## src/clq_ram.sv

```systemverilog
// Generic single-clock RAM: one write port, one read port, registered read.
`default_nettype none
module clq_ram #(
    parameter int WIDTH = 8,
    parameter int DEPTH = 16
) (
    input  wire logic                     i_clk,
    input  wire logic                     i_we,
    input  wire logic [$clog2(DEPTH)-1:0] i_waddr,
    input  wire logic [WIDTH-1:0]         i_wdata,
    input  wire logic                     i_re,
    input  wire logic [$clog2(DEPTH)-1:0] i_raddr,
    output logic      [WIDTH-1:0]         o_rdata
);

    logic [WIDTH-1:0] r_mem [DEPTH];

    // Write port
    always_ff @(posedge i_clk) begin
        if (i_we) begin
            r_mem[i_waddr] <= i_wdata;
        end
    end

    // Read port, data holds while no read is issued
    always_ff @(posedge i_clk) begin
        if (i_re) begin
            o_rdata <= r_mem[i_raddr];
        end
    end

endmodule
`default_nettype wire

```

## config.mk

```make
export PLATFORM = sky130hd
export DESIGN_NAME = clq_ram
export DESIGN_NICKNAME = d
export VERILOG_FILES = /design/src/clq_ram.sv
export SDC_FILE = /design/constraint.sdc
export NUM_CORES = 1
export LEC_CHECK = 0
export ABC_AREA = 1
export BUFFER_PORTS_ARGS = -buffer_cell sky130_fd_sc_hd__buf_4
export CAP_MARGIN = 20
export CORE_MARGIN = 1.5
export CORE_UTILIZATION = 46
export DETAILED_ROUTE_END_ITERATION = 8
export SLEW_MARGIN = 40
export SYNTH_ARGS = -nofsm -noshare
export SYNTH_HDL_FRONTEND = slang
export SYNTH_SLANG_ARGS = --single-unit
export TNS_END_PERCENT = 10
```

## constraint.sdc

```tcl
create_clock -name i_clk -period 2.35 [get_ports i_clk]
set_input_delay 0.1175 -clock i_clk [delete_from_list [all_inputs] [get_ports i_clk]]
set_output_delay 0.1175 -clock i_clk [all_outputs]
set_load 0.02 [all_outputs]
```

==> results list <==
- The number of global-route vias before repair was 3662.
* I/O pin cnt: 27
* Grt peak-use layer: met2
* RSZ-0062 raised after global routing: no
- Dpl hpwl: 7726 um
- The number of antenna diodes in the final layout is 0.
- The clock arrives with 0.005282 ns of skew.
- The worst register-to-register path has a depth of 6.
- Detailed-route DRC error count: 0
- For the worst-skew pair, the clock arrives at the later sink with an insertion delay of 0.41 ns.
- Commonest cells after routing, fill and taps aside: 173 x nand2_1, 136 x edfxtp_1, 100 x inv_1
- The slowest stage of the critical path is the inv_2 cell.
- CP max stage delay: 0.32 ns
* Final std cell area, no fill: 6698 sq um
- Horiz. Die Dim: 115.7 um
- Tracing the worst setup path back leads to its startpoint at i_raddr[0].
* GPL Wtd Cong: 0.7936
- Transition time of the tightest slew-check pin: 0.7749 ns
* Die footprint: 13400 sq um
- Vias after detailed routing: 3776
- Clock Pin Slew Worst Setup and Hold Paths: 0.05 ns
* Number of endpoints with negative hold slack in the final report: 0
- Count of cell types in the netlist: 11
* Summed negative setup slack over all endpoints: 0 ns
- Die height: 115.7 um
- Worst Path Buf+Inv: 3
* Post-place instance area: 6186 sq um
- Ratio of cells with drive above 1 in the final layout: 10.10%
- Wire length of the first global-routing pass: 20200 um
- Aggregate global routing overflow: 0
* Critical path's top delay family: buffers and inverters
- For this run, the total global-route usage over all layers was measured as 21.32%.
- Buffers inserted during clock tree synthesis total 17.
- Number of nets with antenna violations after detailed routing: 0
* Highest clock rate: 0.8144 GHz
* Floorplan row count: 41
- Final number of setup-violating endpoints: 0
- The smallest clock period supported by the final layout is computed as 1.228 ns.
- The detailed router finished its first iteration with 258 violations.
- The cell that appears most often on the critical path is nand3_1.
* Number of cells on the worst hold path: 1
- Cell chain of the critical path: buf_4, inv_2, buf_12, nand2_1, nand3_1, nand3_1, nand3_1, nand2_1
- Once layout is complete, the utilization of the core stands at 53.51%.
* Detail-routed net length per standard cell: 16.80 um
- Headroom to the max-slew limit came out at 48.15%.
- The worst hold path terminates at r_mem[6][3].
- Met1 GRT Util: 27.82%
- The run finished with clean final reports.
* Final hold slack: 0.04187 ns
- Sequential elements use 69.85% of the synthesized area.
* Ratio of routed vias to standard cells: 4.930
- Along the worst path, the maximum fanout reaches 42.
* Hold path startpoint: i_wdata[3]
* Detailed-router iteration count before antenna repair: 5
* Post-Synthesis Cells: 551
* Nets in the synthesized netlist: 570
* PD cells: 803.8 nW/um^2
- Yosys reg bits: 136
* Share of the clock period used by the worst path after layout: 52.25%
- CP Launch Type: input pin
- In the final design database the tool counted 603 nets.
- Leakage: 0.002862 uW
* Placeable core region: 12520 sq um
* Maximum number of pins on one net before global-route repair: 65
* Met3 routing resource usage after global routing: 5.021%
- STA puts the critical path data arrival time at 1.40 ns.
* GR Util met2: 34.16%
* Number of antenna violations at the first check in global routing: 0
* Worst min-delay path category: in2reg
* Setup Crit Path Kind: in2reg
* Number of gates resized after CTS: 0
- A synthesized cell averages 10.61 sq um.
* Routed WL: 12870 um
- The clock drives 136 sinks.
* Buffer levels on the longest clock path: 2
- Leaving out fill and tap cells, the most frequent cell in the layout is nand2_1.
- Endpoint class of the critical path: register
- H-tree depth: 4
- During synthesis, Yosys emitted a total of 0 warnings.
- The endpoint identified for the worst register-to-register timing path is o_rdata[3].
- TritonCTS built the clock tree.
- Slack of the worst reg-to-reg path: 1.16 ns
- The startpoint identified for the worst register-to-register timing path is r_mem[5][3].
* IR drop worst, VDD: 0.0003801 V
- WP data required: 2.52 ns
* Slew Viols, Final: 0
- Input and output buffers added on the ports amount to 26.
- Clock Root Buffer: clkbuf_16
- Synth Cell Area: 5847 sq um
* Area overhead of the layout relative to synthesis: 14.55%
- Starting density of the core: 46.71%
- Maxcap violations: 0
worst max path at each step:
stage	endpoint	slack (ns)	depth (start not counted)
2_1_floorplan	r_mem[10][0]	1.28	2
3_3_place_gp	o_rdata[7]	0.72	8
3_5_place_dp	o_rdata[7]	0.70	8
4_1_cts	o_rdata[7]	1.15	8
5_1_grt	o_rdata[7]	1.01	8
6_report	o_rdata[7]	1.12	8
power by group:
part	total, uW	switching, uW	leakage, uW	internal (uW)
Sequential	2750	15.3	0.00124	2740
Combinational	348	242	0.00138	106
Clock	2280	876	0.000244	1410
cells by family (layout without fill, tap and decap cells):
group | after synthesis | count (layout) | synth area share, %
simple gates | 289 | 289 | 20.76
flops | 136 | 136 | 69.85
buf+inv | 126 | 169 | 9.394
through the flow:
stage / setup WS (ns) / power, uW / cells
floorplan: 1.282 / 3002 / 551
global placement: 0.7240 / 3140 / 736
global route: 1.006 / 5557 / 766
finish: 1.122 / 5383 / 766
CTS: 1.145 / 5425 / 766
detailed placement: 0.6974 / 3149 / 736
flip-flops by register name (all words and copies together) (netlist names):
signal	cells
o_rdata	8
r_mem	128
final cells by class:
class | instances | area (sq um)
fill | 1127 | 5819
sequential | 136 | 4084
multi-input combinational | 289 | 1216
clock buffer | 21 | 440.4
inverter | 102 | 382.9
timing repair buffer | 38 | 300.3
tap | 172 | 215.2
clock inverter | 8 | 58.81
per-layer routing:
metal	wire length [um]	part of all wire (%)
met1	5506	43
met2	6272	49
met3	784	6.1
met4	302	2.3
met5	0	0
Yosys cell counts:
library cell	n	share of area (%)
buf_6	6	1.2
edfxtp_1	136	70
nand3_1	97	8.3
nand2_1	173	11
inv_1	100	6.4
buf_1	1	0.064
buf_2	13	1.1
nor2_1	17	1.1
nand3b_1	2	0.26
buf_4	4	0.51
inv_2	2	0.13
what timing repair did:
| action | 4_1_cts | 5_1_grt |
|---|---|---|
| endpoints found under the hold margin | 8 | 0 |
| setup endpoints to repair | 0 | 0 |
| buffers inserted | 0 | 0 |
| hold buffers | 1 | 0 |
Note: power is estimated with default switching activity, not from simulation.
