<file path="src/clq_pkg.sv">
// Shared constants, codes and types of the CRLF line framer.
`default_nettype none
package clq_pkg;

    // Sizes
    localparam int STORE_BYTES = 2048;
    localparam int QUEUE_DEPTH = 64;

    localparam int BYTE_W   = 8;
    localparam int ADDR_W   = $clog2(STORE_BYTES);
    localparam int RADDR_W  = $clog2(STORE_BYTES + 1);
    localparam int CNT_W    = $clog2(STORE_BYTES + 1);
    localparam int QPTR_W   = $clog2(QUEUE_DEPTH);
    localparam int REQ_W    = 2;
    localparam int STATUS_W = 3;

    // Stream payload widths, padded to whole bytes
    localparam int IN_FIELDS_W  = BYTE_W + RADDR_W;
    localparam int IN_TDATA_W   = ((IN_FIELDS_W + 7) / 8) * 8;
    localparam int OUT_FIELDS_W = ADDR_W + BYTE_W + 1;
    localparam int OUT_TDATA_W  = ((OUT_FIELDS_W + 7) / 8) * 8;

    localparam logic [BYTE_W-1:0] CHAR_LF = 8'h0A;
    localparam logic [BYTE_W-1:0] CHAR_CR = 8'h0D;

    typedef enum logic [REQ_W-1:0] {
        REQ_BYTE    = 2'd0,
        REQ_OVERRUN = 2'd1,
        REQ_POP     = 2'd2,
        REQ_READ    = 2'd3
    } t_req;

    typedef enum logic [STATUS_W-1:0] {
        ST_STORED  = 3'd0,
        ST_QUEUED  = 3'd1,
        ST_DISCARD = 3'd2,
        ST_FULL    = 3'd3,
        ST_POPPED  = 3'd4,
        ST_EMPTY   = 3'd5,
        ST_READ    = 3'd6,
        ST_QFULL   = 3'd7
    } t_status;

    typedef enum logic [1:0] {
        S_IDLE,
        S_TERM,
        S_COPY,
        S_DONE
    } t_state;

    // Port requests toward the line store
    typedef struct packed {
        logic              we;
        logic [ADDR_W-1:0] waddr;
        logic [BYTE_W-1:0] wdata;
        logic              re;
        logic [ADDR_W-1:0] raddr;
    } t_store_req;

    // Port requests toward the start address queue
    typedef struct packed {
        logic              we;
        logic [QPTR_W-1:0] waddr;
        logic [ADDR_W-1:0] wdata;
        logic              re;
        logic [QPTR_W-1:0] raddr;
    } t_queue_req;

    // One result item
    typedef struct packed {
        t_status           status;
        logic [ADDR_W-1:0] start_addr;
        logic [BYTE_W-1:0] read_data;
        logic              sentence_ready;
    } t_result;

endpackage
`default_nettype wire

</file>
<file path="src/clq_seq.sv">
// Sequencer: framing state, line store and queue accesses, wrap move.
`default_nettype none
module clq_seq (
    input  wire logic                          i_clk,
    input  wire logic                          i_rst_n,
    // item input
    input  wire logic                          i_valid,
    output logic                               o_ready,
    input  wire clq_pkg::t_req                 i_req,
    input  wire logic [clq_pkg::BYTE_W-1:0]    i_byte,
    input  wire logic [clq_pkg::RADDR_W-1:0]   i_read_addr,
    // memories
    output clq_pkg::t_store_req                o_store,
    input  wire logic [clq_pkg::BYTE_W-1:0]    i_store_rdata,
    output clq_pkg::t_queue_req                o_queue,
    input  wire logic [clq_pkg::ADDR_W-1:0]    i_queue_rdata,
    // result
    output logic                               o_res_valid,
    input  wire logic                          i_res_ready,
    output clq_pkg::t_result                   o_res
);
    import clq_pkg::*;

    t_state            r_state, n_state;
    logic [ADDR_W-1:0] r_write_pos, n_write_pos;
    logic [ADDR_W-1:0] r_line_start, n_line_start;
    logic [BYTE_W-1:0] r_prev, n_prev;
    logic              r_resync, n_resync;
    logic [QPTR_W-1:0] r_head, n_head;
    logic [QPTR_W-1:0] r_tail, n_tail;
    // move and result bookkeeping
    logic [ADDR_W-1:0] r_src, n_src;
    logic [ADDR_W-1:0] r_dst, n_dst;
    logic [CNT_W-1:0]  r_cnt, n_cnt;
    logic              r_wpend, n_wpend;
    t_status           r_status, n_status;
    logic [ADDR_W-1:0] r_start, n_start;
    logic              r_from_q, n_from_q;
    logic              r_rd_ok, n_rd_ok;

    logic              accept;
    logic [ADDR_W-1:0] wp_next, wp_prev;
    logic [QPTR_W-1:0] tail_next, head_next;
    logic              is_full, is_crlf, is_wrap;
    logic [CNT_W-1:0]  move_len;

    // Pointer arithmetic and byte classification
    always_comb begin
        wp_next   = (r_write_pos == ADDR_W'(STORE_BYTES - 1)) ? '0 : r_write_pos + ADDR_W'(1);
        wp_prev   = (r_write_pos == '0) ? ADDR_W'(STORE_BYTES - 1) : r_write_pos - ADDR_W'(1);
        tail_next = (r_tail == QPTR_W'(QUEUE_DEPTH - 1)) ? '0 : r_tail + QPTR_W'(1);
        head_next = (r_head == QPTR_W'(QUEUE_DEPTH - 1)) ? '0 : r_head + QPTR_W'(1);
        move_len  = CNT_W'(STORE_BYTES) - CNT_W'(r_line_start);
        is_full   = (wp_next == r_line_start);
        is_crlf   = !is_full && (i_byte == CHAR_LF) && (r_prev == CHAR_CR);
        is_wrap   = !is_full && !is_crlf && (r_write_pos == ADDR_W'(STORE_BYTES - 1));
    end

    assign o_ready = (r_state == S_IDLE);
    assign accept  = i_valid && o_ready;

    // Next state
    always_comb begin
        n_state = r_state;
        case (r_state)
            S_IDLE: begin
                if (accept) begin
                    if (i_req == REQ_BYTE && is_crlf) begin
                        n_state = S_TERM;
                    end else if (i_req == REQ_BYTE && is_wrap && r_line_start != '0) begin
                        n_state = S_COPY;
                    end else begin
                        n_state = S_DONE;
                    end
                end
            end
            S_TERM: n_state = S_DONE;
            S_COPY: begin
                if (r_cnt == '0 && !r_wpend) begin
                    n_state = S_DONE;
                end
            end
            S_DONE: begin
                if (i_res_ready) begin
                    n_state = S_IDLE;
                end
            end
            default: n_state = S_IDLE;
        endcase
    end

    // Datapath updates and memory requests
    always_comb begin
        n_write_pos  = r_write_pos;
        n_line_start = r_line_start;
        n_prev       = r_prev;
        n_resync     = r_resync;
        n_head       = r_head;
        n_tail       = r_tail;
        n_src        = r_src;
        n_dst        = r_dst;
        n_cnt        = r_cnt;
        n_wpend      = r_wpend;
        n_status     = r_status;
        n_start      = r_start;
        n_from_q     = r_from_q;
        n_rd_ok      = r_rd_ok;
        o_store      = '0;
        o_queue      = '0;
        o_res_valid  = 1'b0;
        o_res        = '0;
        case (r_state)
            S_IDLE: begin
                if (accept) begin
                    n_start  = '0;
                    n_from_q = 1'b0;
                    n_rd_ok  = 1'b0;
                    case (i_req)
                        REQ_BYTE: begin
                            n_prev = i_byte;
                            if (is_full) begin
                                n_resync = 1'b1;
                                n_status = ST_FULL;
                            end else if (is_crlf) begin
                                // LF over the CR slot now, terminator next cycle
                                o_store.we    = 1'b1;
                                o_store.waddr = wp_prev;
                                o_store.wdata = CHAR_LF;
                                n_dst         = r_write_pos;
                                if (r_resync) begin
                                    n_resync = 1'b0;
                                    n_status = ST_DISCARD;
                                end else if (tail_next == r_head) begin
                                    n_status = ST_QFULL;
                                end else begin
                                    o_queue.we    = 1'b1;
                                    o_queue.waddr = r_tail;
                                    o_queue.wdata = r_line_start;
                                    n_tail        = tail_next;
                                    n_start       = r_line_start;
                                    n_status      = ST_QUEUED;
                                end
                                n_write_pos  = wp_next;
                                n_line_start = wp_next;
                            end else begin
                                o_store.we    = 1'b1;
                                o_store.waddr = r_write_pos;
                                o_store.wdata = i_byte;
                                n_status      = ST_STORED;
                                n_write_pos   = wp_next;
                                if (is_wrap) begin
                                    // move the partial line down to address 0
                                    n_write_pos  = (r_line_start == '0) ? '0 : ADDR_W'(move_len);
                                    n_line_start = '0;
                                    n_src        = r_line_start;
                                    n_dst        = '0;
                                    n_cnt        = move_len;
                                    n_wpend      = 1'b0;
                                end
                            end
                        end
                        REQ_OVERRUN: begin
                            n_resync = 1'b1;
                            n_status = ST_DISCARD;
                        end
                        REQ_POP: begin
                            if (r_head != r_tail) begin
                                o_queue.re    = 1'b1;
                                o_queue.raddr = r_head;
                                n_head        = head_next;
                                n_from_q      = 1'b1;
                                n_status      = ST_POPPED;
                            end else begin
                                n_status = ST_EMPTY;
                            end
                        end
                        REQ_READ: begin
                            o_store.re    = 1'b1;
                            o_store.raddr = i_read_addr[ADDR_W-1:0];
                            n_rd_ok       = (i_read_addr < RADDR_W'(STORE_BYTES));
                            n_status      = ST_READ;
                        end
                        default: n_status = ST_READ;
                    endcase
                end
            end
            S_TERM: begin
                o_store.we    = 1'b1;
                o_store.waddr = r_dst;
                o_store.wdata = '0;
            end
            S_COPY: begin
                // read one byte ahead, write the byte read last cycle
                o_store.re    = (r_cnt != '0);
                o_store.raddr = r_src;
                o_store.we    = r_wpend;
                o_store.waddr = r_dst;
                o_store.wdata = i_store_rdata;
                n_wpend       = (r_cnt != '0);
                if (r_cnt != '0) begin
                    n_src = r_src + ADDR_W'(1);
                    n_cnt = r_cnt - CNT_W'(1);
                end
                if (r_wpend) begin
                    n_dst = r_dst + ADDR_W'(1);
                end
            end
            S_DONE: begin
                o_res_valid          = 1'b1;
                o_res.status         = r_status;
                o_res.start_addr     = r_from_q ? i_queue_rdata : r_start;
                o_res.read_data      = r_rd_ok ? i_store_rdata : '0;
                o_res.sentence_ready = (r_head != r_tail);
            end
            default: o_res_valid = 1'b0;
        endcase
    end

    // Registers
    always_ff @(posedge i_clk) begin
        if (!i_rst_n) begin
            r_state      <= S_IDLE;
            r_write_pos  <= '0;
            r_line_start <= '0;
            r_prev       <= '0;
            r_resync     <= 1'b0;
            r_head       <= '0;
            r_tail       <= '0;
            r_cnt        <= '0;
            r_wpend      <= 1'b0;
            r_from_q     <= 1'b0;
            r_rd_ok      <= 1'b0;
        end else begin
            r_state      <= n_state;
            r_write_pos  <= n_write_pos;
            r_line_start <= n_line_start;
            r_prev       <= n_prev;
            r_resync     <= n_resync;
            r_head       <= n_head;
            r_tail       <= n_tail;
            r_cnt        <= n_cnt;
            r_wpend      <= n_wpend;
            r_from_q     <= n_from_q;
            r_rd_ok      <= n_rd_ok;
        end
    end

    always_ff @(posedge i_clk) begin
        r_src    <= n_src;
        r_dst    <= n_dst;
        r_status <= n_status;
        r_start  <= n_start;
    end

`ifndef SYNTHESIS
    // the move never reads the entry it writes in the same cycle
    a_copy_no_clash: assert property (@(posedge i_clk) disable iff (!i_rst_n)
        (o_store.we && o_store.re) |-> (o_store.waddr != o_store.raddr))
        else $error("line store read and write collide");

    // a push never makes the queue look empty
    a_push_no_overflow: assert property (@(posedge i_clk) disable iff (!i_rst_n)
        (r_state == S_IDLE && o_queue.we) |=> (r_head != r_tail))
        else $error("start queue overflow");

    // during the move the line already starts at 0 and the write position is set
    a_copy_line_start: assert property (@(posedge i_clk) disable iff (!i_rst_n)
        (r_state == S_COPY) |-> (r_line_start == '0 && r_write_pos != '0))
        else $error("wrap move with bad pointers");

    // a delivered result frees the sequencer
    a_done_to_idle: assert property (@(posedge i_clk) disable iff (!i_rst_n)
        (o_res_valid && i_res_ready) |=> (r_state == S_IDLE))
        else $error("sequencer stuck after result");
`endif

endmodule
`default_nettype wire

</file>
<file path="config.mk">
export PLATFORM = sky130hd
export DESIGN_NAME = clq_seq
export DESIGN_NICKNAME = d
export VERILOG_FILES = /design/src/clq_pkg.sv /design/src/clq_seq.sv
export SDC_FILE = /design/constraint.sdc
export NUM_CORES = 1
export LEC_CHECK = 0
export ABC_AREA = 1
export BUFFER_PORTS_ARGS = -buffer_cell sky130_fd_sc_hd__buf_2
export CELL_PAD_IN_SITES_DETAIL_PLACEMENT = 0
export CELL_PAD_IN_SITES_GLOBAL_PLACEMENT = 1
export CORE_ASPECT_RATIO = 0.6
export CORE_MARGIN = 5
export CORE_UTILIZATION = 35
export CTS_BUF_LIST = sky130_fd_sc_hd__clkbuf_4 sky130_fd_sc_hd__clkbuf_8
export CTS_CLUSTER_SIZE = 28
export DETAILED_ROUTE_END_ITERATION = 8
export PLACE_DENSITY_LB_ADDON = 0.15
export SLEW_MARGIN = 10
export SYNTH_ARGS = -nofsm -noshare
export SYNTH_HDL_FRONTEND = slang
export SYNTH_SLANG_ARGS = --single-unit
</file>
<file path="constraint.sdc">
create_clock -name i_clk -period 6.8 [get_ports i_clk]
set_clock_uncertainty 0.2 [all_clocks]
set_input_delay 0.68 -clock i_clk [delete_from_list [all_inputs] [get_ports i_clk]]
set_output_delay 0.68 -clock i_clk [all_outputs]
set_load 0.01 [all_outputs]
</file>
==> results of run 1 <==
==> registers in the layout (all words and copies together) (netlist names) <==
signal,count
r_dst,11
r_status,3
r_cnt,12
r_prev,8
r_line_start,11
r_write_pos,11
r_wpend,1
r_state,2
r_rd_ok,1
r_head,6
r_resync,1
r_start,11
r_src,11
r_tail,6
r_from_q,1
==> cells by family after synthesis <==
kind of cell             synth area share (%)
AND/OR/NAND/NOR                         37.27
buffers and inverters                   11.03
AO/OA/AOI/OAI                           13.82
flip-flops                              32.14
XOR/XNOR                                2.960
adder cells (fa/ha/maj)                 2.643
multiplexers                           0.1410
==> power groups by stage <==
stage / Clock [W] / Sequential [W] / Combinational [W]
finish: 0.000401 / 0.000757 / 0.000972
CTS: 0.000413 / 0.000755 / 0.000974
floorplan: 0 / 0.000742 / 0.000691
detailed placement: 0 / 0.000768 / 0.000967
global placement: 0 / 0.000767 / 0.000974
global route: 0.000432 / 0.000766 / 0.00110
==> stage by stage <==
step	std cells	power, W
after floorplan	1112	0.001433
after global placement	1470	0.001741
after detailed placement	1470	0.001736
after CTS	1486	0.002142
after global routing	1486	0.002302
final	1486	0.002129
==> layer usage <==
layer / vias up / part of all wire [%] / wire length, um / track usage (%)
li1: 3863 / - / - / -
met1: 3482 / 55 / 14510 / 36.88
met2: 291 / 35 / 9360 / 28.39
met3: 21 / 8.8 / 2339 / 6.405
met4: 0 / 1.3 / 342 / 4.258
met5: - / 0 / 0 / 0
==> final cells by class <==
type / count / share of cell area [%]
clock inverters: 7 / 0.8642
well taps: 273 / 4.213
flip-flops and latches: 96 / 28.15
repair buffers: 134 / 8.519
clock buffers: 9 / 1.528
inverters: 145 / 6.713
multi-input cells: 822 / 50.02
==> Yosys cell counts, drive strengths merged, types with 3 or more instances <==
| master | instances | area (um^2) |
|---|---|---|
| buf | 21 | 133.9 |
| dfxtp | 60 | 1201 |
| o21ai | 71 | 355.3 |
| nand4 | 37 | 231.5 |
| a21oi | 65 | 325.3 |
| clkbuf | 28 | 105.1 |
| nor3 | 33 | 165.2 |
| edfxtp | 36 | 1081 |
| nor4 | 8 | 50.05 |
| a31oi | 15 | 93.84 |
| nor2 | 145 | 561.8 |
| nand3 | 90 | 510.5 |
| xor2 | 20 | 175.2 |
| inv | 145 | 544.3 |
| xnor2 | 4 | 35.03 |
| nand3b | 3 | 22.52 |
| o31ai | 4 | 30.03 |
| o22ai | 6 | 37.54 |
| o211ai | 5 | 37.54 |
| ha | 15 | 187.7 |
| nand2 | 286 | 1091 |
| o32ai | 6 | 52.55 |
==> worst register-to-register path, stage by stage, from the launching register on <==
cell and delay [ns]:
dfxtp_1 0.37, inv_1 0.13, ha_1 0.38, nand2_1 0.64
nor2_1 0.35, buf_4 0.27, a21oi_1 0.07, inv_1 0.33
o211ai_1 0.22, a31oi_2 0.75
==> worst max-delay path by stage <==
stage | start | to | slack [ns] | cells past startpoint
after floorplan | i_req[1] | r_dst[0] | 3.66 | 8
after global placement | r_write_pos[0] | o_store[20] | 2.40 | 16
after detailed placement | r_write_pos[0] | o_store[21] | 2.25 | 16
after CTS | r_write_pos[0] | o_store[21] | 1.77 | 16
after global routing | r_write_pos[0] | o_store[21] | 1.43 | 16
final | r_write_pos[0] | o_store[21] | 1.74 | 16
==> layout by cell type (no fill, tap or decap), types with 5 or more instances in the layout <==
master and instances:
buf_4 8, edfxtp_1 36, nand3_1 81, inv_1 141
nor3_1 32, a21oi_1 65, nand4_1 37, dfxtp_1 60
a31oi_1 14, o211ai_1 5, o32ai_1 6, clkbuf_8 9
nor4_1 7, nor2_1 140, ha_1 14, o22ai_1 6
o21ai_0 71, nand3_2 7, nand2_1 281, xor2_1 20
buf_2 126
==> results.md, run 1 <==
- Worst path most repeated cell: nand2_1
- Die area: 0.02333 mm^2
- Initial antenna violation count: 0
- Net load switching power: 0.0009579 W
- RR Endpoint: r_dst[5]
- Setup violations, final: 0
- Fin. Hold Viols: 0
- Setup CP Type: reg2out
- Post-Syn Nets: 1172
- RSZ-0062 raised after global routing: false
- Vias post-DR: 7657
- Layout cell share with drive strength beyond 1: 14.59%
- Setup ws final: 1.742 ns
- Crit-path cells: ha_1 > nand2_1 > nor2_2 > nand3_2 > nand2_1 > nand2_1 > nand2_1 > nand3_1 > nor2_2 > nand3_2 > nand2_2 > inv_1 > nand3_1 > nand3_1 > a21oi_1 > buf_2
- Register area share after synthesis: 32.14%
- Global-route wire length before repair: 41300 um
- Fillers: 2239
- Gate power share: 45.6%
- Sequential share of power: 35.5%
- Worst vdd ir: 0.1379 mV
- Max-slew violations: 0
- Highest-delay cell along the critical path: dfxtp_1
- P_int: 0.001171 W
- Post-route ant nets: 0
- Setup slack, reg-to-reg: 2.72 ns
- Post_cts resized: 0
- Sw frac: 44.99%
- CP Max Fanout: 16
- Dpl cell area: 0.007914 mm^2
- Avg Vias per Cell: 5.153
- Finished Cell Area: 0.008108 mm^2
- Row count: 40
- Largest net degree at the start of global routing: 45
- WL per Instance: 17.87 um
- CTS tree: yes
- Register area: 0.002282 mm^2
- Tcrit/Tclk final: 74.38%
- Area occupied by multi-input gates: 0.004055 mm^2
- Yosys reg bits: 96
- Leak: 3.815 nW
- Delay-heaviest family, CP: simple AND/OR/NAND/NOR gates
- Status: finished, final reports clean
- IO Pins: 127
- CP Data Required Time: 5.92 ns
- Startpoint types: flop
- HPWL reported at the end of detailed placement: 20470 um
- Bufs on Longest Clock Path: 2
- Clock slew at reported path FFs: 0.11 ns
- Post-Syn Area: 0.007101 mm^2
- H-tree depth: 3
- Routed Wire Length: 26550 um
- Layout area overhead: 14.19%
- Final min period: 5.058 ns
- Setup_tns: 0 ns
- Mean Syn Cell Area: 6.385 um^2
- Worst Path Buf+Inv: 2
- PwrDens: 262.6 mW/mm^2
- GPL Wtd Cong: 0.9310
- Hold crit path type: reg2reg
- Clock power share: 18.8%
- Worst Hold Endpoint: r_prev[6]
- Worst slack, placed: 2.255 ns
- CP arrival: 4.18 ns
- Core Footprint: 0.01997 mm^2
- Worst path max stage delay: 0.52 ns
- Die width: 193.9 um
- Die height: 120.3 um
- First-pass detailed-route iteration total: 7
- IO buf count: 126
- CP Capture Type: primary output
- Hold depth: 2
- Worst reg2reg startpoint: r_state[1]
- Initial Util: 35.56%
- Residual DRC: 0
- Worst reg2reg path depth: 9
- Inserted Clock Buffers: 9
- Total GRT Usage: 22.57%
- Initial DRC Count: 746
- Min Hold Slack: 0.2665 ns
- Top FF cell, synth: dfxtp_1
- Number of synthesized flops with an enable pin: 36
- Max Cap Viol: 0
- Worst slew margin: 17.79%
- YS warnings: 0
- Worst skew pair latency: 0.40 ns
- Clock root cell: clkbuf_8
- Cells after Synth: 1112
- Synth async-reset ratio: 0%
- Achievable frequency: 197.7 MHz
- Vias in the first global route: 6987
- Util after Layout: 40.60%
- Fin nets: 1268
- Postcts setup bufs: 0
- Worst-Margin Slew: 1.223 ns
- Cell variety after synth: 40
- GRT overflow: 0
- Num Clock Sinks: 96
- Hold_sp: r_prev[6]
- N_diodes: 0
- Post-cts hold buffer count: 0
Power figures use the tool's default switching activity.
==> inputs of run 2 (changes only) <==
clock period = 4.91 ns   (was 6.8 ns; I/O delays follow)
==> results.md, run 2 (synthesis gave the netlist of run 1 again) <==
- Total GRT Usage: 22.68%
- Leak: 3.848 nW
- Clock root cell: clkbuf_8
- CP Capture Type: primary output
- Startpoint types: flop
- Finished Cell Area: 0.008169 mm^2
- Most common cell after layout, fill and taps aside: nand2_1
- Initial Util: 35.56%
- Worst Path Buf+Inv: 2
- Die height: 120.3 um
- Setup CP Type: reg2out
- Setup violations, final: 0
- Fillers: 2160
- Inserted Clock Buffers: 9
- First-pass detailed-route iteration total: 5
- PwrDens: 371.8 mW/mm^2
- Setup_tns: 0 ns
- Crit-path cells: ha_1 > nand2_1 > nor2_2 > nand3_2 > nand2_1 > nand2_1 > nand2_1 > nand3_1 > nor2_2 > nand3_2 > nand2_2 > inv_1 > nand3_1 > nand3_1 > a21oi_1 > buf_2
- IO Pins: 127
- Delay-heaviest family, CP: simple AND/OR/NAND/NOR gates
- Global-route wire length before repair: 41560 um
- Dpl cell area: 0.007930 mm^2
- Max FFs per register: 12
- GRT overflow: 0
- Fin. Hold Viols: 0
- Sw frac: 43.71%
- Die area: 0.02333 mm^2
- N_diodes: 0
- Worst path max stage delay: 0.50 ns
- CP Max Fanout: 13
- CP Data Required Time: 4.22 ns
- WL per Instance: 18.07 um
- IO buf count: 126
- Worst skew pair latency: 0.41 ns
- Fin nets: 1271
- Highest-delay cell along the critical path: dfxtp_1
- Worst path most repeated cell: nand2_1
- Layout cell share with drive strength beyond 1: 14.88%
- Min Hold Slack: 0.1625 ns
- Layout area overhead: 15.05%
- Max-slew violations: 0
- Initial DRC Count: 700
- Util after Layout: 40.91%
- H-tree depth: 3
- Avg Vias per Cell: 5.129
- Status: finished, final reports clean
- Largest net degree at the start of global routing: 66
- Initial antenna violation count: 0
- Leading cell types in the layout, fill and taps excluded: nand2_1, inv_1, nor2_1
- Vias post-DR: 7637
- Tcrit/Tclk final: 92.93%
- Residual DRC: 0
- Max Cap Viol: 0
- GPL Wtd Cong: 0.9710
- Post-cts hold buffer count: 0
- P_int: 0.001710 W
- Hold crit path type: in2reg
- Total power: 0.003037 W
- Core Footprint: 0.01997 mm^2
- Clock slew at reported path FFs: 0.11 ns
- Worst slew margin: 22.96%
- RSZ-0062 raised after global routing: false
- CTS tree: yes
- Worst vdd ir: 0.1593 mV
- Achievable frequency: 219.2 MHz
- Gate power share: 44.6%
- Die width: 193.9 um
- Final min period: 4.563 ns
- Sequential share of power: 34.5%
- CP arrival: 3.87 ns
- Worst-Margin Slew: 1.146 ns
- HPWL reported at the end of detailed placement: 20490 um
- Largest Register: r_cnt
- Post-route ant nets: 0
- Net load switching power: 0.001328 W
- Bufs on Longest Clock Path: 2
- Num Clock Sinks: 96
- Vias in the first global route: 7055
- Routed Wire Length: 26900 um
- Row count: 40
- Clock power share: 20.9%
==> run 2: layer usage <==
layer | global-route usage, % | wire (um)
met3 | 6.266 | 2691
met4 | 4.434 | 365
met1 | 37.47 | 14420
met2 | 28.11 | 9431
met5 | 0 | 0
==> run 2: cell type report <==
type | count | area (um^2) | share of cell area, %
timing repair buffer | 137 | 713.2 | 8.730
multi-input combinational | 822 | 4051 | 49.59
sequential | 96 | 2282 | 27.94
clock inverter | 4 | 77.57 | 0.9496
tap | 273 | 341.6 | 4.181
clock buffer | 12 | 158.9 | 1.945
inverter | 145 | 544.3 | 6.663
==> run 2: worst paths after layout <==
| check | from | end | slack (ns) | cells after the start |
|---|---|---|---|---|
| min reg2reg | r_prev[6] | r_prev[6] | 0.27 | 2 |
| max reg2reg | r_write_pos[0] | r_write_pos[1] | 1.02 | 15 |
| min | i_read_addr[11] | r_rd_ok | 0.16 | 4 |
| max | r_write_pos[0] | o_store[21] | 0.35 | 16 |
==> run 2: power by group through the flow <==
stage               sequential (W)  clock [W]  combinational, W
detailed placement         0.00106          0           0.00134
finish                     0.00105   0.000636           0.00135
CTS                        0.00104   0.000649           0.00135
floorplan                  0.00103          0          0.000958
global placement           0.00106          0           0.00134
global route               0.00106   0.000676           0.00153
==> run 2: worst min-delay path: stages <==
cell and delay [ns]:
buf_2 0.08, inv_1 0.04, nand2_1 0.06, a21oi_1 0.05
==> run 2: per-stage QoR <==
| stage | setup slack, ns | instances |
|---|---|---|
| after global routing | 0.06049 | 1489 |
| final | 0.3471 | 1489 |
| after global placement | 0.8513 | 1473 |
| after CTS | 0.2913 | 1489 |
| after floorplan | 1.773 | 1112 |
| after detailed placement | 0.7715 | 1473 |
==> run 2: what timing repair did <==
action,CTS,global route
setup endpoints to repair,0,18
gates resized for setup,0,1
buffers inserted,0,0
